==> config.mk <==
export PLATFORM = sky130hd
export DESIGN_NAME = unsigned_to_ascii_radix_core
export DESIGN_NICKNAME = d
export VERILOG_FILES = /design/src/u2a_pkg.sv /design/src/unsigned_to_ascii_radix_core.sv /design/src/u2a_front.sv /design/src/u2a_queue.sv /design/src/u2a_back.sv
export SDC_FILE = /design/constraint.sdc
export NUM_CORES = 1
export LEC_CHECK = 0
export BUFFER_PORTS_ARGS = -buffer_cell sky130_fd_sc_hd__buf_2
export CAP_MARGIN = 20
export CORE_MARGIN = 8
export CORE_UTILIZATION = 41
export DETAILED_ROUTE_END_ITERATION = 8
export PLACE_DENSITY = 0.58
export SYNTH_ARGS = -nofsm -noshare
export SYNTH_HDL_FRONTEND = slang
export SYNTH_SLANG_ARGS = --single-unit
==> constraint.sdc <==
create_clock -name clk -period 14.41 [get_ports clk]
set_input_delay 1.441 -clock clk [delete_from_list [all_inputs] [get_ports clk]]
set_output_delay 1.441 -clock clk [all_outputs]
set_load 0.01 [all_outputs]
==> src/u2a_pkg.sv <==
// ----------------------------------------------------------------------------
// u2a_pkg: shared constants and helpers for the radix ASCII converter
// Command codes, default sizes and the digit-to-character map.
// ----------------------------------------------------------------------------
package u2a_pkg;

  typedef logic [1:0] cmd_t;
  typedef logic [7:0] char_t;

  // Format command codes
  localparam cmd_t CMD_DEC       = 2'd0;
  localparam cmd_t CMD_OCT       = 2'd1;
  localparam cmd_t CMD_HEX_LOWER = 2'd2;
  localparam cmd_t CMD_HEX_UPPER = 2'd3;

  // Default sizes
  localparam int VALUE_WIDTH_DEF = 32;
  localparam int QUEUE_DEPTH_DEF = 2;

  // Binary bits folded into the BCD register per double-dabble cycle
  localparam int DD_STEP_BITS = 4;

  // ASCII anchors
  localparam char_t ASCII_ZERO  = 8'h30;
  localparam char_t ASCII_LOWER = 8'h61;
  localparam char_t ASCII_UPPER = 8'h41;

  // Map one digit (0..15) to its ASCII character
  function automatic char_t digit_char(logic [3:0] d, logic upper);
    char_t base;
    if (d < 4'd10) begin
      base = ASCII_ZERO + char_t'(d);
    end else if (upper) begin
      base = ASCII_UPPER + char_t'(d - 4'd10);
    end else begin
      base = ASCII_LOWER + char_t'(d - 4'd10);
    end
    return base;
  endfunction

endpackage

==> src/unsigned_to_ascii_radix_core.sv <==
// ----------------------------------------------------------------------------
// unsigned_to_ascii_radix_core: unsigned number to ASCII digits
// Decimal, octal or hex (either case), most significant digit first.
//
//   channel  direction  handshake         payload
//   in       input      in_valid/in_stall  in_value, in_command
//   out      output     out_valid/out_stall out_character, out_last,
//                                           out_char_count
//
// Decimal conversion runs in the double-dabble loop; octal and hex split
// in the accept cycle. Leading zeros are then dropped up to four digits a
// cycle. The emitter loads a digit string from the queue, then puts out
// one character per cycle unless out_stall holds it; the two-entry queue
// lets conversion overlap it.
// Reset is synchronous and clears control only; no clearing pass is needed.
// Output stalls back up through the queue into in_stall.
// ----------------------------------------------------------------------------
module unsigned_to_ascii_radix_core #(
  parameter int VALUE_WIDTH = u2a_pkg::VALUE_WIDTH_DEF,
  parameter int QUEUE_DEPTH = u2a_pkg::QUEUE_DEPTH_DEF
) (
  input  logic                   clk,
  input  logic                   rst_n,
  input  logic                   in_valid,
  output logic                   in_stall,
  input  logic [VALUE_WIDTH-1:0] in_value,
  input  u2a_pkg::cmd_t          in_command,
  output logic                   out_valid,
  input  logic                   out_stall,
  output u2a_pkg::char_t         out_character,
  output logic                   out_last,
  output logic [3:0]             out_char_count
);

  localparam int MAX_DIGITS = (VALUE_WIDTH + 2) / 3;
  localparam int DIG_W      = 4 * MAX_DIGITS;
  localparam int CW         = $clog2(MAX_DIGITS + 1);
  localparam int QW         = DIG_W + CW + 1;

  logic             push_valid, push_ready, pop_valid, pop_ready;
  logic [DIG_W-1:0] push_digits;
  logic [CW-1:0]    push_count;
  logic             push_upper;
  logic [QW-1:0]    pop_data;

  u2a_front #(
    .VALUE_WIDTH(VALUE_WIDTH)
  ) u_front (
    .clk        (clk),
    .rst_n      (rst_n),
    .in_valid   (in_valid),
    .in_stall   (in_stall),
    .in_value   (in_value),
    .in_command (in_command),
    .push_valid (push_valid),
    .push_ready (push_ready),
    .push_digits(push_digits),
    .push_count (push_count),
    .push_upper (push_upper)
  );

  u2a_queue #(
    .WIDTH(QW),
    .DEPTH(QUEUE_DEPTH)
  ) u_queue (
    .clk       (clk),
    .rst_n     (rst_n),
    .push_valid(push_valid),
    .push_ready(push_ready),
    .push_data ({push_digits, push_count, push_upper}),
    .pop_valid (pop_valid),
    .pop_ready (pop_ready),
    .pop_data  (pop_data)
  );

  u2a_back #(
    .VALUE_WIDTH(VALUE_WIDTH)
  ) u_back (
    .clk           (clk),
    .rst_n         (rst_n),
    .pop_valid     (pop_valid),
    .pop_ready     (pop_ready),
    .pop_digits    (pop_data[QW-1 -: DIG_W]),
    .pop_count     (pop_data[CW:1]),
    .pop_upper     (pop_data[0]),
    .out_valid     (out_valid),
    .out_stall     (out_stall),
    .out_character (out_character),
    .out_last      (out_last),
    .out_char_count(out_char_count)
  );

endmodule

==> src/u2a_front.sv <==
// ----------------------------------------------------------------------------
// u2a_front: accept a number and turn it into a top-aligned digit string
// Octal and hex split the value directly; decimal runs a double-dabble loop.
// Leading zero digits are then dropped a few at a time before the push.
// ----------------------------------------------------------------------------
module u2a_front #(
  parameter int VALUE_WIDTH = u2a_pkg::VALUE_WIDTH_DEF
) (
  input  logic                                       clk,
  input  logic                                       rst_n,
  input  logic                                       in_valid,
  output logic                                       in_stall,
  input  logic [VALUE_WIDTH-1:0]                     in_value,
  input  u2a_pkg::cmd_t                              in_command,
  output logic                                       push_valid,
  input  logic                                       push_ready,
  output logic [4*((VALUE_WIDTH+2)/3)-1:0]           push_digits,
  output logic [$clog2((VALUE_WIDTH+2)/3+1)-1:0]     push_count,
  output logic                                       push_upper
);

  localparam int DEC_DIGITS = (VALUE_WIDTH * 30103) / 100000 + 1;
  localparam int OCT_DIGITS = (VALUE_WIDTH + 2) / 3;
  localparam int HEX_DIGITS = (VALUE_WIDTH + 3) / 4;
  localparam int MAX_DIGITS = OCT_DIGITS;
  localparam int DIG_W      = 4 * MAX_DIGITS;
  localparam int CW         = $clog2(MAX_DIGITS + 1);
  localparam int OCT_W      = 3 * OCT_DIGITS;
  localparam int HEX_W      = 4 * HEX_DIGITS;
  localparam int BCD_W      = 4 * DEC_DIGITS;
  localparam int STEP       = u2a_pkg::DD_STEP_BITS;
  localparam int DD_ITERS   = (VALUE_WIDTH + STEP - 1) / STEP;
  localparam int DD_W       = DD_ITERS * STEP;
  localparam int IW         = $clog2(DD_ITERS + 1);
  localparam int NSTEP      = (MAX_DIGITS < 4) ? MAX_DIGITS : 4;

  localparam logic [1:0] F_IDLE = 2'd0;
  localparam logic [1:0] F_DEC  = 2'd1;
  localparam logic [1:0] F_NORM = 2'd2;

  logic [1:0]       state_r, state_nxt;
  logic [DD_W-1:0]  val_r, val_nxt;
  logic [BCD_W-1:0] bcd_r, bcd_nxt;
  logic [IW-1:0]    iter_r, iter_nxt;
  logic [DIG_W-1:0] dig_r, dig_nxt;
  logic [CW-1:0]    cnt_r, cnt_nxt;
  logic             upper_r, upper_nxt;

  logic [OCT_W-1:0]        oct_pad;
  logic [4*OCT_DIGITS-1:0] oct_vec;
  logic [HEX_W-1:0]        hex_pad;
  logic [DIG_W-1:0]        oct_dig, hex_dig;
  logic                    accept;
  logic [BCD_W-1:0]        dd_bcd;
  logic [DD_W-1:0]         dd_val;
  logic [2:0]              skip;

  // Split the value into octal and hex digits, top-aligned
  assign oct_pad = OCT_W'(in_value);
  assign hex_pad = HEX_W'(in_value);

  for (genvar j = 0; j < OCT_DIGITS; j++) begin : g_oct
    assign oct_vec[4*j +: 4] = {1'b0, oct_pad[3*j +: 3]};
  end

  assign oct_dig = DIG_W'(oct_vec) << (4 * (MAX_DIGITS - OCT_DIGITS));
  assign hex_dig = DIG_W'(hex_pad) << (4 * (MAX_DIGITS - HEX_DIGITS));

  // Double dabble: fold STEP value bits into the BCD register
  always_comb begin
    dd_bcd = bcd_r;
    dd_val = val_r;
    for (int s = 0; s < STEP; s++) begin
      for (int d = 0; d < DEC_DIGITS; d++) begin
        if (dd_bcd[4*d +: 4] >= 4'd5) begin
          dd_bcd[4*d +: 4] = dd_bcd[4*d +: 4] + 4'd3;
        end
      end
      dd_bcd = {dd_bcd[BCD_W-2:0], dd_val[DD_W-1]};
      dd_val = {dd_val[DD_W-2:0], 1'b0};
    end
  end

  // Count leading zero digits at the top, keeping at least one digit
  always_comb begin
    logic run;
    skip = 3'd0;
    run  = 1'b1;
    for (int i = 0; i < NSTEP; i++) begin
      if (run && (dig_r[DIG_W-4-4*i +: 4] == 4'd0) && (cnt_r > CW'(i + 1))) begin
        skip = skip + 3'd1;
      end else begin
        run = 1'b0;
      end
    end
  end

  assign in_stall    = (state_r != F_IDLE);
  assign accept      = in_valid && !in_stall;
  assign push_valid  = (state_r == F_NORM) && (skip == 3'd0);
  assign push_digits = dig_r;
  assign push_count  = cnt_r;
  assign push_upper  = upper_r;

  // Next-state logic
  always_comb begin
    state_nxt = state_r;
    val_nxt   = val_r;
    bcd_nxt   = bcd_r;
    iter_nxt  = iter_r;
    dig_nxt   = dig_r;
    cnt_nxt   = cnt_r;
    upper_nxt = upper_r;
    unique case (state_r)
      F_IDLE: begin
        if (accept) begin
          upper_nxt = (in_command == u2a_pkg::CMD_HEX_UPPER);
          unique case (in_command)
            u2a_pkg::CMD_DEC: begin
              val_nxt   = DD_W'(in_value);
              bcd_nxt   = '0;
              iter_nxt  = IW'(DD_ITERS);
              state_nxt = F_DEC;
            end
            u2a_pkg::CMD_OCT: begin
              dig_nxt   = oct_dig;
              cnt_nxt   = CW'(OCT_DIGITS);
              state_nxt = F_NORM;
            end
            default: begin
              dig_nxt   = hex_dig;
              cnt_nxt   = CW'(HEX_DIGITS);
              state_nxt = F_NORM;
            end
          endcase
        end
      end
      F_DEC: begin
        val_nxt  = dd_val;
        bcd_nxt  = dd_bcd;
        iter_nxt = iter_r - IW'(1);
        if (iter_r == IW'(1)) begin
          dig_nxt   = DIG_W'(dd_bcd) << (4 * (MAX_DIGITS - DEC_DIGITS));
          cnt_nxt   = CW'(DEC_DIGITS);
          state_nxt = F_NORM;
        end
      end
      F_NORM: begin
        if (skip != 3'd0) begin
          dig_nxt = dig_r << {skip, 2'b00};
          cnt_nxt = cnt_r - CW'(skip);
        end else if (push_ready) begin
          state_nxt = F_IDLE;
        end
      end
      default: begin
        state_nxt = F_IDLE;
      end
    endcase
  end

  // Hold control state
  always_ff @(posedge clk) begin
    if (!rst_n) begin
      state_r <= F_IDLE;
    end else begin
      state_r <= state_nxt;
    end
  end

  // Advance the datapath
  always_ff @(posedge clk) begin
    val_r   <= val_nxt;
    bcd_r   <= bcd_nxt;
    iter_r  <= iter_nxt;
    dig_r   <= dig_nxt;
    cnt_r   <= cnt_nxt;
    upper_r <= upper_nxt;
  end

endmodule

==> src/u2a_queue.sv <==
// ----------------------------------------------------------------------------
// u2a_queue: small register queue between the converter and the emitter
// Lets either side stall on its own.
// ----------------------------------------------------------------------------
module u2a_queue #(
  parameter int WIDTH = 8,
  parameter int DEPTH = u2a_pkg::QUEUE_DEPTH_DEF
) (
  input  logic             clk,
  input  logic             rst_n,
  input  logic             push_valid,
  output logic             push_ready,
  input  logic [WIDTH-1:0] push_data,
  output logic             pop_valid,
  input  logic             pop_ready,
  output logic [WIDTH-1:0] pop_data
);

  localparam int PW = $clog2(DEPTH);
  localparam int FW = $clog2(DEPTH + 1);

  logic [WIDTH-1:0] mem_r [DEPTH];
  logic [PW-1:0]    wr_ptr_r, rd_ptr_r;
  logic [FW-1:0]    fill_r;
  logic             do_push, do_pop;

  assign push_ready = (fill_r != FW'(DEPTH));
  assign pop_valid  = (fill_r != FW'(0));
  assign pop_data   = mem_r[rd_ptr_r];
  assign do_push    = push_valid && push_ready;
  assign do_pop     = pop_valid && pop_ready;

  // Advance pointers and fill level
  always_ff @(posedge clk) begin
    if (!rst_n) begin
      wr_ptr_r <= '0;
      rd_ptr_r <= '0;
      fill_r   <= '0;
    end else begin
      if (do_push) begin
        wr_ptr_r <= (wr_ptr_r == PW'(DEPTH - 1)) ? '0 : wr_ptr_r + PW'(1);
      end
      if (do_pop) begin
        rd_ptr_r <= (rd_ptr_r == PW'(DEPTH - 1)) ? '0 : rd_ptr_r + PW'(1);
      end
      if (do_push && !do_pop) begin
        fill_r <= fill_r + FW'(1);
      end else if (do_pop && !do_push) begin
        fill_r <= fill_r - FW'(1);
      end
    end
  end

  // Store the incoming entry
  always_ff @(posedge clk) begin
    if (do_push) begin
      mem_r[wr_ptr_r] <= push_data;
    end
  end

endmodule

==> src/u2a_back.sv <==
// ----------------------------------------------------------------------------
// u2a_back: emit one ASCII character per word from a queued digit string
// Most significant digit first; the final word carries last and the count.
// ----------------------------------------------------------------------------
module u2a_back #(
  parameter int VALUE_WIDTH = u2a_pkg::VALUE_WIDTH_DEF
) (
  input  logic                                       clk,
  input  logic                                       rst_n,
  input  logic                                       pop_valid,
  output logic                                       pop_ready,
  input  logic [4*((VALUE_WIDTH+2)/3)-1:0]           pop_digits,
  input  logic [$clog2((VALUE_WIDTH+2)/3+1)-1:0]     pop_count,
  input  logic                                       pop_upper,
  output logic                                       out_valid,
  input  logic                                       out_stall,
  output u2a_pkg::char_t                             out_character,
  output logic                                       out_last,
  output logic [3:0]                                 out_char_count
);

  localparam int MAX_DIGITS = (VALUE_WIDTH + 2) / 3;
  localparam int DIG_W      = 4 * MAX_DIGITS;
  localparam int CW         = $clog2(MAX_DIGITS + 1);

  logic                 busy_r;
  logic [DIG_W-1:0]     dig_r;
  logic [CW-1:0]        rem_r, total_r;
  logic                 upper_r;
  logic                 out_valid_r, out_last_r;
  u2a_pkg::char_t       out_character_r;
  logic [3:0]           out_char_count_r;
  logic                 slot_free, is_last, load, emit;

  assign slot_free = !out_valid_r || !out_stall;
  assign pop_ready = !busy_r;
  assign load      = !busy_r && pop_valid;
  assign emit      = busy_r && slot_free;
  assign is_last   = (rem_r == CW'(1));

  assign out_valid      = out_valid_r;
  assign out_character  = out_character_r;
  assign out_last       = out_last_r;
  assign out_char_count = out_char_count_r;

  // Track the busy flag and output valid
  always_ff @(posedge clk) begin
    if (!rst_n) begin
      busy_r      <= 1'b0;
      out_valid_r <= 1'b0;
    end else begin
      if (load) begin
        busy_r <= 1'b1;
      end else if (emit && is_last) begin
        busy_r <= 1'b0;
      end
      if (slot_free) begin
        out_valid_r <= busy_r;
      end
    end
  end

  // Load a digit string, then shift out one digit per word
  always_ff @(posedge clk) begin
    if (load) begin
      dig_r   <= pop_digits;
      rem_r   <= pop_count;
      total_r <= pop_count;
      upper_r <= pop_upper;
    end else if (emit) begin
      dig_r <= dig_r << 4;
      rem_r <= rem_r - CW'(1);
    end
    if (emit) begin
      out_character_r  <= u2a_pkg::digit_char(dig_r[DIG_W-1 -: 4], upper_r);
      out_last_r       <= is_last;
      out_char_count_r <= is_last ? 4'(total_r) : 4'd0;
    end
  end

endmodule
# Word level (Yosys, flattened, before mapping)
# Memory sizes are Yosys's and may differ from the RTL's. A register that Yosys moved wholly into a read port is not among the register bits.
# Index checks and enable logic that the tools add are counted.
[word_totals] wordCells=263 in_bits=38 output_inout_bits=15 mem_count=1 latch_bits=0 mem_bits_rw=98 register_bits=199 romBits=0
[memory_table] name="u_queue.mem_r" depth=2 word_bits=49 read_ports=1 rd_clocked_by_memory_dff=1 wr=1 line="u2a_queue.sv:22" rtl="logic [WIDTH-1:0] mem_r [DEPTH];"
[classes] n_shift=1 n_addsub=54 multipliers=0 n_mux=88 div_mod_pow=0 bitwise=0 n_eq_ne=14 n_reduce_logical=41 n_lt_le_gt_ge=45
[op_table] cell="2-to-1 mux 44 bit" n=5
[op_table] cell="2-to-1 mux 4 bit" n=43
[op_table] cell=">= comparator 4 x 3 -> 1 bit (second input constant)" n=40
[op_table] cell="adder 4 x 2 -> 4 bit (second input constant)" n=36
[op_table] cell="one-hot mux 44 bit (3 select lines)" n=1
[op_table] cell="one-hot mux 44 bit (2 select lines)" n=1
[op_table] cell="2-to-1 mux 40 bit" n=2
[op_table] cell="one-hot mux 40 bit (2 select lines)" n=1
[op_table] cell="2-to-1 mux 32 bit" n=2
[op_table] cell="one-hot mux 32 bit (2 select lines)" n=1
[op_table] cell="<< shifter 44 x 5 -> 44 bit" n=1
[op_table] cell="2-to-1 mux 3 bit" n=7
[op_table] cell="adder 7 x 8 -> 8 bit (first input constant)" n=2
[op_table] cell="logical NOT 4 bit" n=4
[op_table] cell="2-to-1 mux 8 bit" n=2
[op_table] cell="one-hot mux 4 bit (2 select lines)" n=2
[op_table] cell="logical AND 1 bit" n=15
[op_table] cell="2-to-1 mux 2 bit" n=7
[op_table] cell="adder 3 x 2 -> 3 bit (second input constant)" n=4
[op_table] cell="2-to-1 mux 1 bit" n=12
[op_table] cell="one-hot mux 4 bit (3 select lines)" n=1
[op_table] cell="nonzero test 2 bit" n=6
[op_table] cell="inequality test 2 bit (second input constant)" n=5
[op_table] cell="equality test 4 x 1 -> 1 bit (second input constant)" n=2
[op_table] cell="26 further kinds" n=41

# Longest topological paths before layout
# Gate-level depths: netlist (run 1).
[depth] depth_word=19 depth_mapped=23 ltp_nobuf=23

# Cells and area by module
# From an unflattened synthesis (run 1), not the netlist that was laid out.
[hier_totals] cells_unflattened=1806 hier_area_um2=18714.2
[by_module_without_submodules] module="u2a_front" area_per_inst_um2=11933.9 cells_each=1363 seq_area_each_um2=3793.6 instances=1
[by_module_without_submodules] module="u2a_queue" area_per_inst_um2=3771.1 cells_each=176 seq_area_each_um2=3042.9 instances=1
[by_module_without_submodules] module="u2a_back" area_per_inst_um2=3009.1 cells_each=267 seq_area_each_um2=2021.9 instances=1

# Least setup slack after synthesis (run 1)
# Ideal clock, no wire load.
[synth_timing] path_type="register -> register" start="register u_front.dig_r[41] (netlist: u_front.push_digits[41])" end="register u_front.cnt_r[0] (netlist: u_front.push_count[0]), enable pin" path_stages_with_launch=17 arrival_time_ns=7.099 required_time_ns=13.837 path_buffers=1 path_slack_ns=6.738 synth_period_minus_slack_ns=7.672 setup_time_ns=0.573 cell_sequence="edfxtp_1 nor4_1 nand2_1 nor2_1 ha_1 o211a_1 xor2_1 ha_1 inv_1 nor2_1 xor2_1 nand2_1 and2_1 clkbuf_1 nand2_1 nor2_1 nor4_1"
[synth_between] elab_chain_cells=15 word_cells_on_any_way=21 classes_between="add/sub (3); eq/ne (1); mux (7); reduce/logical (10)"
[synth_lines] item="from (decl)" line="u2a_front.sv:45" rtl="logic [DIG_W-1:0] dig_r, dig_nxt;"
[synth_lines] item="from (signal assigned)" line="u2a_front.sv:176" rtl="dig_r <= dig_nxt;"
[synth_lines] item="logical NOT 4 bit *" line="u2a_front.sv:90" rtl="if (run && (dig_r[DIG_W-4-4*i +: 4] == 4'd0) && (cnt_r > CW'(i + 1))) begin"
[synth_lines] item="logical AND 1 bit *" line="u2a_front.sv:90"
[synth_lines] item="parallel branches: the longest is 9 deep, another holds adder 3 x 1 -> 3 bit"
[synth_lines] item="2-to-1 mux 3 bit *" line="u2a_front.sv:90"
[synth_lines] item="nonzero test 3 bit *" line="u2a_front.sv:149" rtl="if (skip != 3'd0) begin"
[synth_lines] item="inequality test 2 bit (no line) *"
[synth_lines] item="AND reduction 5 bit (no line) *"
[synth_lines] item="to (signal assigned)" line="u2a_front.sv:177" rtl="cnt_r <= cnt_nxt;"
[synth_lines] item="to (decl)" line="u2a_front.sv:46" rtl="logic [CW-1:0] cnt_r, cnt_nxt;"
# Mark *: on every way between the ends.
# A chain may end at the register's enable or synchronous reset.

# Worst setup path after layout (run 1)
[layout_timing] start="register u_front.bcd_r[4]" end="register u_front.dig_r[13] (netlist: u_front.push_digits[13]) (data pin)"
[layout_between] elab_chain_cells=10 word_cells_on_any_way=20 classes_between="add/sub (6); order compare (6); mux (8)"
[layout_lines] item="from (decl)" line="u2a_front.sv:43" rtl="logic [BCD_W-1:0] bcd_r, bcd_nxt;"
[layout_lines] item="from (signal assigned)" line="u2a_front.sv:174" rtl="bcd_r <= bcd_nxt;"
[layout_lines] item="adder 4 x 2 -> 4 bit / >= comparator 4 x 3 -> 1 bit (equally long branches)" line="u2a_front.sv:76, u2a_front.sv:75"
[layout_lines] item="2-to-1 mux 4 bit *" line="u2a_front.sv:75" rtl="if (dd_bcd[4*d +: 4] >= 4'd5) begin"
[layout_lines] item="adder 4 x 2 -> 4 bit / >= comparator 4 x 3 -> 1 bit (equally long branches)" line="u2a_front.sv:76, u2a_front.sv:75"
[layout_lines] item="2-to-1 mux 4 bit" line="u2a_front.sv:75"
[layout_lines] item="adder 4 x 2 -> 4 bit / >= comparator 4 x 3 -> 1 bit (equally long branches)" line="u2a_front.sv:76, u2a_front.sv:75"
[layout_lines] item="2-to-1 mux 4 bit" line="u2a_front.sv:75"
[layout_lines] item="adder 4 x 2 -> 4 bit / >= comparator 4 x 3 -> 1 bit (equally long branches)" line="u2a_front.sv:76, u2a_front.sv:75"
[layout_lines] item="2-to-1 mux 4 bit *" line="u2a_front.sv:75"
[layout_lines] item="2-to-1 mux 44 bit *" line="u2a_front.sv:142" rtl="if (iter_r == IW'(1)) begin"
[layout_lines] item="one-hot mux 44 bit (3 select lines) *" line="u2a_front.sv:114" rtl="unique case (state_r)"
[layout_lines] item="named net u_front.dig_nxt[13]" line="u2a_front.sv:45"
# Mark *: on every way through the listed nets, which the timed path passes. The rest lies on a longest branch. The select of a mux whose other input is x is not followed.

==> metrics, run 1 <==
status complete, no violations; clock sinks 298; Max Clock Freq between 200 and 250 MHz; antenna-violating nets left 0; Die W 228 µm; VDD IR-drop max about 0.00011 V; worst slew pin tran 1.05 ns; net switching power 0.00143 W; post-layout util 45.7%; FF-to-FF Start u_front.bcd_r[4]$_SDFFCE_PN0P_; Reg2Reg Setup Slack 9.47 ns; Post-Syn Area ~0.018 mm²; cell count after synthesis 1,779; Layout Skew approximately 0.016 ns; Syn Nets between 1,500 and 2,000; reg2reg end u_front.push_digits[13]$_DFFE_PP_; P_leak 7.64 nW; Initial Util 41.1%; Int Pwr 0.00240 W; max_cap viols 0; drt first-iter violations 1,069; Post-synth EDFFs 289; yosys warns 0; total clock buffers created by CTS 34; crit path launch u_front.bcd_r[4]$_SDFFCE_PN0P_; final instance area 0.0205 mm²; root buffer cell clkbuf_16; Avg Inst Size Synth a little over 10 µm²; # IOs 53; Min-Delay Path Depth 0; vias per inst 5.70; post-CTS setup buffers 0; vias 13,862; site row count 78; combinational share of power a little under two fifths; post-layout min period 4.94 ns; fin crit share between 30% and 40%; Avg WL per Cell 19.2 µm; DRC 0; grt total ovfl 0; Hold Vio Cnt, Final 0; final WL roughly 47,000 µm; Synth area leader edfxtp_1; vias in the first global route 13,248; setup_tns 0 ns; Flop pwr share 39.0%; CTS tree built; die area approximately 0.052 mm²; largest net degree at the start of global routing between 90 and 100; initial antenna violation count 0; CTS Hold Buffers Added 0; CP Launch Type flop; Critical Path AT 5.19 ns; CTS H-Tree Depth 2; fin nets 1,914; # port buffers 52; Cell Pwr Density between 150 and 200 mW/mm²; worst skew pair latency 0.52 ns; HPWL Detailed 33,600 µm; Final setup viols 0; Worst-path clk slew 0.06 ns; sequential element share of the synthesized area a little under half; CP max stage delay about 0.5 ns; first-pass GRT wire length approximately 74,000 µm; Post-DP Area a little under 0.02 mm²; crit end category flop; post-synthesis register bit count 298; drt pass-1 iters 6; core area 0.0450 mm²; top-area cell type share of the netlist area 46.9%; Post-CTS Resized 0; Hold Path Class flop to flop; Die Ht 228 µm; Worst path slowest cell or4_1; WS Path Type flop to flop; crit path to u_front.push_digits[13]$_DFFE_PP_; Fill cells 4,222; Total Routing Usage GR 17.3%; area delta synth->final 11.1%; crit path cell chain inv_1 -> ha_1 -> nor2b_1 -> nor3_1 -> a21oi_1 -> inv_1 -> ha_1 -> a21oi_1 -> o211a_1 -> nor2_1 -> inv_1 -> ha_1 -> nor3_1 -> a221oi_1 -> nor2_1 -> o21ai_1 -> inv_1 -> ha_1 -> or4_1 -> a31oi_1 -> mux2i_1 -> a221oi_1 -> a31oi_1; most frequent cells after synthesis edfxtp_1 (289), nand2_1 (210), o21ai_0 (132); top area cells in the synthesized netlist edfxtp_1 (47%), mux2i_1 (6.9%), ha_1 (4.5%), nand2_1 (4.3%), o21ai_0 (3.6%); share of cells above drive strength 1 between 10% and 20%; sw frac roughly 37%; WP data required 14.66 ns; Max Buffers Root-to-Sink 3; top_reg_cell synth edfxtp_1; worst reg-to-reg path cell count 23; Inserted Diodes 0; clock share of power 23.2%; share of synthesized registers carrying an async set or reset 0%; library cells used by synthesis 89; Slew HR between 20% and 30%; RSZ-0062 raised after global routing false; top-count cell post-synth edfxtp_1; GP Congestion 0.899; critical path peak fanout 6; max-slew violation count 0
==> worst min path at each step <==
stage	start	endpoint	slack, ns
2_1_floorplan	u_front.push_upper$_DFFE_PP_	u_queue.mem_r[0][0]$_DFFE_PP_	0.42
3_3_place_gp	u_front.push_upper$_DFFE_PP_	u_queue.mem_r[0][0]$_DFFE_PP_	0.49
3_5_place_dp	u_front.push_upper$_DFFE_PP_	u_queue.mem_r[0][0]$_DFFE_PP_	0.48
4_1_cts	u_front.push_upper$_DFFE_PP_	u_queue.mem_r[1][0]$_DFFE_PP_	0.49
5_1_grt	u_front.push_upper$_DFFE_PP_	u_queue.mem_r[0][0]$_DFFE_PP_	0.51
6_report	u_front.push_upper$_DFFE_PP_	u_queue.mem_r[1][0]$_DFFE_PP_	0.49
==> metal layers <==
layer	vias up	routed length, µm	track usage [%]
met2	327	21300	27.6
met5	-	0	0
li1	6740	-	-
met4	0	914	4.15
met3	49	2180	2.49
met1	6746	22400	24.5
==> registers in the layout, indices dropped and copies added (netlist names), 2 cells and up, named ones only <==
| signal | cells |
|---|---|
| u_queue.fill_r | 2 |
| u_back.out_char_count | 4 |
| u_back.out_character | 8 |
| u_front.push_count | 4 |
| u_front.push_digits | 44 |
| u_front.bcd_r | 40 |
| u_queue.mem_r | 98 |
| u_back.total_r | 4 |
| u_front.state_r | 2 |
| u_front.val_r | 32 |
| u_back.rem_r | 4 |
| u_front.iter_r | 4 |
| u_back.dig_r | 44 |
==> power by group through the flow <==
stage	clock [W]	combinational, W	sequential [W]
after floorplan	0	0.00108	0.00144
after global placement	0	0.00142	0.00150
after detailed placement	0	0.00145	0.00151
after CTS	0.000910	0.00146	0.00149
after global routing	0.000941	0.00161	0.00152
final	0.000890	0.00145	0.00150
==> worst max-delay path: cells and delay by family (launching register included) <==
family	cells	cell delay [ns]
AO/OA/AOI/OAI	8	1.75
AND/OR/NAND/NOR	6	1.04
adder cells (fa/ha/maj)	4	0.88
flip-flops	1	0.48
buffers and inverters	4	0.38
multiplexers	1	0.12
==> area by class of cell <==
cell class	count	area, µm²	share of cell area [%]
Clock buffer	40	895	4.35
Clock inverter	19	255	1.24
Inverter	85	319	1.55
Multi-Input combinational cell	1321	9080	44.2
Sequential cell	298	8860	43.1
Tap cell	600	751	3.65
Timing Repair Buffer	69	388	1.89
==> stage by stage <==
step / setup WS, ns / power [W] / hold slack [ns] / std cells
2_1_floorplan: 6.74 / 0.00252 / 0.421 / 1779
3_3_place_gp: 9.72 / 0.00293 / 0.485 / 2373
3_5_place_dp: 9.55 / 0.00296 / 0.479 / 2373
4_1_cts: 9.52 / 0.00386 / 0.495 / 2432
5_1_grt: 9.00 / 0.00408 / 0.506 / 2432
6_report: 9.47 / 0.00384 / 0.492 / 2432
==> cell families after synthesis <==
logic type,count (synthesis),synth area share [%]
compound gates,498,18.1
mux,181,10.3
simple gates,531,13.6
xor+xnor,42,2.15
fa+ha+maj,69,4.64
flops,298,47.9
buf+inv,160,3.37
==> cell usage in the layout, fill, tap and decap left out, drive strengths merged, types with 31 or more instances in the layout <==
cell type  count
a21oi         93
and2          38
buf           69
clkbuf        40
edfxtp       289
ha            67
inv           85
mux2          50
mux2i        131
nand2        210
nor2         104
nor3          31
o21ai        158
xnor2         31
Power figures use the tool's default switching activity.
==> run 2, diff against run 1 <==
ABC_AREA = 1   (was unset)
PLACE_DENSITY = 0.61   (was 0.58)
clock period = 4 ns   (was 14.41 ns; I/O delays follow)
==> run 2 against run 1 <==
Flip-flop and latch count stayed put. Routed wire length is 5.0% lower. Non-clock buffer count is 18 higher. Die area is 2.8% lower. Cell count is 14% higher. Critical path type unchanged.
==> metrics, run 2 <==
status complete, no violations; final setup margin 0.304 ns; most frequent CP cell nand2_1; top area cells in the synthesized netlist edfxtp_1 (48%), nand2_1 (12%), inv_1 (7.1%), ha_1 (4.7%), o21ai_0 (4.4%); top-count cell post-synth nand2_1; post-layout min period 3.70 ns; library cells used by synthesis 52; critical path peak fanout 4; total clock buffers created by CTS 36; site row count 76; adder-cell area share of the yosys netlist ~4.7%; setup_tns 0 ns; number of flip-flops under the largest register name 98; CP Launch Type flop; top_reg_cell synth edfxtp_1; FF+latch area 0.00886 mm²; Post-synth EDFFs 289; cell count after synthesis 2,106; root buffer cell clkbuf_16; Initial Util around two fifths; Critical Path AT 3.95 ns; Die W 225 µm; main combinational cell family by area after synthesis simple AND/OR/NAND/NOR gates; CP Buf/Inv Count 4; Avg WL per Cell 16.0 µm; share of synthesized registers carrying an async set or reset 0%; Largest Register u_queue.mem_r; Synth Area in Compound Gates 10.9%; Worst Hold Launch out_stall; worst skew pair latency between 0.5 and 0.6 ns; top-area cell type share of the netlist area between 40% and 50%; sequential element share of the synthesized area 49.4%; max_cap viols 0; grt total ovfl 0; clock sinks 298; crit path launch u_front.bcd_r[36]$_SDFFCE_PN0P_; Setup WS pre-CTS 0.0672 ns; Top delay family on crit path simple AND/OR/NAND/NOR gates; Worst path slowest cell edfxtp_1; Fill cells 4,104; Final setup viols 0; Total Routing Usage GR 17.2%; final WL roughly 44,000 µm; fin nets ~2,300; area delta synth->final 13.0%; FF-to-FF Start u_front.bcd_r[36]$_SDFFCE_PN0P_; worst hold slack 0.155 ns; WP data required roughly 4.3 ns; vias per inst 5.12; Slew HR between 30% and 40%; GP Congestion 0.921; drt pass-1 iters 5; Syn Nets 2,211; Hold Path Class input port to flop; drt first-iter violations approximately 1,000; Max Buffers Root-to-Sink 3; DRC 0; Synth area leader edfxtp_1; Multi-input gate area between 0.007 and 0.008 mm²; Post-Syn Area 0.0179 mm²; max-slew violation count 0; post-synthesis register bit count between 200 and 300; leading cell type in the layout, fill and taps excluded nand2_1; vias 14,234; CTS H-Tree Depth 2; core area approximately 0.043 mm²; Hold Vio Cnt, Final 0; initial antenna violation count 3; Synth Area in Simple Gates 24.1%; die area 0.0507 mm²; Max Clock Freq 271 MHz; HPWL Detailed 32,500 µm; commonest non-fill, non-tap cells in the layout nand2_1 (568), inv_1 (332), edfxtp_1 (289); Worst-path clk slew 0.06 ns; largest net degree at the start of global routing 63; antenna-violating nets left 0; CTS tree built; vias in the first global route 13,565; # port buffers 52; XOR/XNOR Fraction of Synth Area approximately 1%; CTS Hold Buffers Added 0; worst slew pin tran 0.914 ns; CP max stage delay 0.41 ns; mux contribution to synthesized area 0.956%; # IOs 53; yosys warns 0; most frequent cells after synthesis nand2_1 (573), inv_1 (337), edfxtp_1 (289); Layout Skew 0.0231 ns; share of cells above drive strength 1 13.8%; WS Path Type flop to flop; RSZ-0062 raised after global routing true; crit end category flop; first-pass GRT wire length around 70,000 µm; Avg Inst Size Synth 8.51 µm²; Die Ht 225 µm; fin crit share 92.4%
-- run 2: final cells by class --
class | count | share of cell area (%)
timing repair buffer | 87 | 3.19
inverter | 351 | 6.50
multi-input combinational | 1394 | 37.3
antenna | 2 | 0.0247
clock buffer | 42 | 4.56
clock inverter | 22 | 1.12
sequential | 298 | 43.7
tap | 585 | 3.61
-- run 2: kinds of logic (layout without fill, tap and decap cells) --
logic type	Yosys count	count (layout)
xor+xnor	15	15
simple gates	950	950
compound gates	346	346
buf+inv	414	502
mux	16	16
fa+ha+maj	67	67
other cells	0	2
flops	298	298
-- run 2: per-layer routing --
| metal | vias to the layer above | wire length (µm) | track usage [%] |
|---|---|---|---|
| li1 | 7110 | - | - |
| met1 | 6686 | 20000 | 22.8 |
| met2 | 349 | 20600 | 28.5 |
| met3 | 87 | 2530 | 2.69 |
| met4 | 2 | 1310 | 5.30 |
| met5 | - | 12 | 0 |
-- run 2: worst register-to-register path, delay by kind of cell (launching register included) --
kind | cells | cell delay (ns)
flip-flops | 1 | 0.41
adder cells (fa/ha/maj) | 4 | 0.69
XOR/XNOR | 2 | 0.37
AO/OA/AOI/OAI | 1 | 0.16
buffers and inverters | 4 | 0.29
AND/OR/NAND/NOR | 15 | 1.54
-- run 2: path summary, 6_finish.rpt --
check / endpoint / slack, ns / cells past startpoint
setup / recovery: u_front.push_digits[41]$_DFFE_PP_ / 0.30 / 26
hold / removal: u_back.out_valid$_SDFFE_PN0N_ / 0.15 / 3
setup reg to reg: u_front.push_digits[41]$_DFFE_PP_ / 0.30 / 26
hold reg to reg: u_queue.rd_ptr_r$_SDFFE_PN0P_ / 0.46 / 1
-- run 2: timing repair --
| item | 4_1_cts | 5_1_grt |
|---|---|---|
| gates resized for setup | 0 | 14 |
| endpoints found under the setup margin | 0 | 109 |
| setup buffers | 0 | 4 |
-- run 2: through the flow --
| stage | instance area, µm² | util, % | instances |
|---|---|---|---|
| finish | 20300 | 46.9 | 2781 |
| global route | 20300 | 46.9 | 2780 |
| CTS | 20100 | 46.6 | 2772 |
| detailed placement | 19000 | 44.0 | 2708 |
| global placement | 19000 | 44.0 | 2708 |
| floorplan | 17900 | - | 2106 |
Power of run 2 is not shown: default switching activity piles up to over one toggle a cycle in this logic, so the estimate is an artifact.
==> run 3, diff against run 2 <==
PLACE_DENSITY = 0.58   (was 0.61)
clock period = 4.41 ns   (was 4 ns; I/O delays follow)
==> run 3 against run 2 <==
Via count decreased by 0.81%. Clock-buffer cell count decreased by 4. Critical path depth unchanged. Flip-flop and latch count unchanged. Cell area decreased by 0.48%. Cell count decreased by 0.32%. Global-route usage increased by 0.36 points. Non-clock buffer count decreased by 6. Utilization decreased by 0.22 points. Register-to-register slack improved by 0.04 ns.
==> metrics, run 3 (same netlist as run 2, synthesis figures left out) <==
# IOs 53; grt total ovfl 0; Critical Path AT 4.44 ns; CTS H-Tree Depth 2; Max Clock Freq roughly 250 MHz; vias in the first global route 13,413; CP Launch Type flop; crit end category flop; most frequent CP cell nand2_1; final WL 45,000 µm; WP data required 4.79 ns; Die W about 230 µm; WS Path Type flop to flop; worst skew pair latency between 0.5 and 0.6 ns; initial antenna violation count 0; fin crit share 92.2%; Hold Vio Cnt, Final 0; Total Routing Usage GR 17.5%; Max Buffers Root-to-Sink 3; Slew HR 31.7%; DRC 0; # port buffers 52; final setup margin 0.343 ns; HPWL Detailed 32,800 µm; crit path launch u_front.bcd_r[36]$_SDFFCE_PN0P_; drt pass-1 iters 7; cell count after placement about 2,700; FF-to-FF Start u_front.bcd_r[36]$_SDFFCE_PN0P_; Post-DP Area about 0.019 mm²; Layout Skew 0.0212 ns; Avg WL per Cell 16.2 µm; commonest non-fill, non-tap cells in the layout nand2_1 (573), inv_1 (335), edfxtp_1 (289); Inserted Diodes 0; worst slew pin tran 1.02 ns; core area 0.0432 mm²; status complete, no violations; first-pass GRT wire length 70,900 µm; vias around 14,000; clock sinks 298; antenna-violating nets left 0; final instance area 0.0202 mm²; Worst Hold Launch out_stall; total clock buffers created by CTS 35; Die Ht 225 µm; CTS tree built; vias per inst slightly above 5; Largest Register u_queue.mem_r; Initial Util 41.5%; Final setup viols 0; Setup WS pre-CTS 0.232 ns; Hold Path Class input port to flop; share of cells above drive strength 1 13.2%; number of flip-flops under the largest register name 98; max_cap viols 0; GP Congestion 0.899; die area 0.0507 mm²; CP max stage delay ~0.40 ns; Worst-path clk slew 0.06 ns; leading cell type in the layout, fill and taps excluded nand2_1; critical path peak fanout 5; final instance count without filler cells 2,772; root buffer cell clkbuf_16; fin nets 2,266; Worst path slowest cell edfxtp_1; max-slew violation count 0; drt first-iter violations roughly 900; CP Buf/Inv Count 5; Top delay family on crit path simple AND/OR/NAND/NOR gates; site row count 76; worst hold slack between 0.15 and 0.2 ns; area delta synth->final 12.5%; post-layout min period 4.07 ns; largest net degree at the start of global routing 83
run 3: cell count changes in the layout (fill, tap and decap cells not counted), moves of 4 or more:
cell,change
nand2_2,-5
buf_4,-4
clkinv_2,+5
clkinvlp_4,-4
nand2_1,+5
run 3: path summary, 6_finish.rpt:
| path | to | slack (ns) | cells past startpoint |
|---|---|---|---|
| min reg2reg | flop | 0.44 | 1 |
| max | u_front.push_digits[42]$_DFFE_PP_ | 0.34 | 26 |
| min | u_back.out_valid$_SDFFE_PN0N_ | 0.16 | 3 |
| max reg2reg | u_front.push_digits[42]$_DFFE_PP_ | 0.34 | 26 |
run 3: what timing repair did:
item / in CTS / in global routing
buffers inserted: 0 / 8
hold buffers: 0 / 0
gates resized for setup: 0 / 4
setup endpoints to repair: 0 / 89
run 3: through the flow:
step	TNS, ns	util, %
final	0	46.7
after global placement	0	43.8
after floorplan	-7.72	-
after global routing	-0.487	46.7
after detailed placement	0	43.8
after CTS	0	46.4
run 3: final cells by class:
| cell class | count | area, µm² |
|---|---|---|
| Clock buffer | 38 | 887 |
| Clock inverter | 25 | 259 |
| Fill cell | 4272 | 23000 |
| Inverter | 351 | 1320 |
| Multi-Input combinational cell | 1394 | 7540 |
| Sequential cell | 298 | 8860 |
| Tap cell | 585 | 732 |
| Timing Repair Buffer | 81 | 571 |
run 3: worst reg2reg max path, stage by stage (launching register included):
cell and delay [ns]:
edfxtp_1 0.40, inv_1 0.14, ha_1 0.17, inv_1 0.05
nand2_1 0.10, nand2_1 0.12, xor2_2 0.20, ha_1 0.19
nand3b_1 0.15, nand2_1 0.12, nand2_1 0.11, nand2_1 0.09
nand2_1 0.08, inv_1 0.08, ha_1 0.14, inv_1 0.06
a21oi_1 0.19, nand2_1 0.14, xor2_2 0.21, ha_1 0.18
inv_1 0.06, or2_2 0.27, nand3_1 0.13, nand2_1 0.09
nand2_1 0.07, nand3_1 0.11, a21oi_1 0.28
run 3: routing by layer:
layer	GRT usage, %	part of all wire [%]
met1	23.9	47
met2	27.9	45
met3	2.41	4.5
met4	7.09	3.3
met5	0	0
Power of run 3 is left out for the same reason.
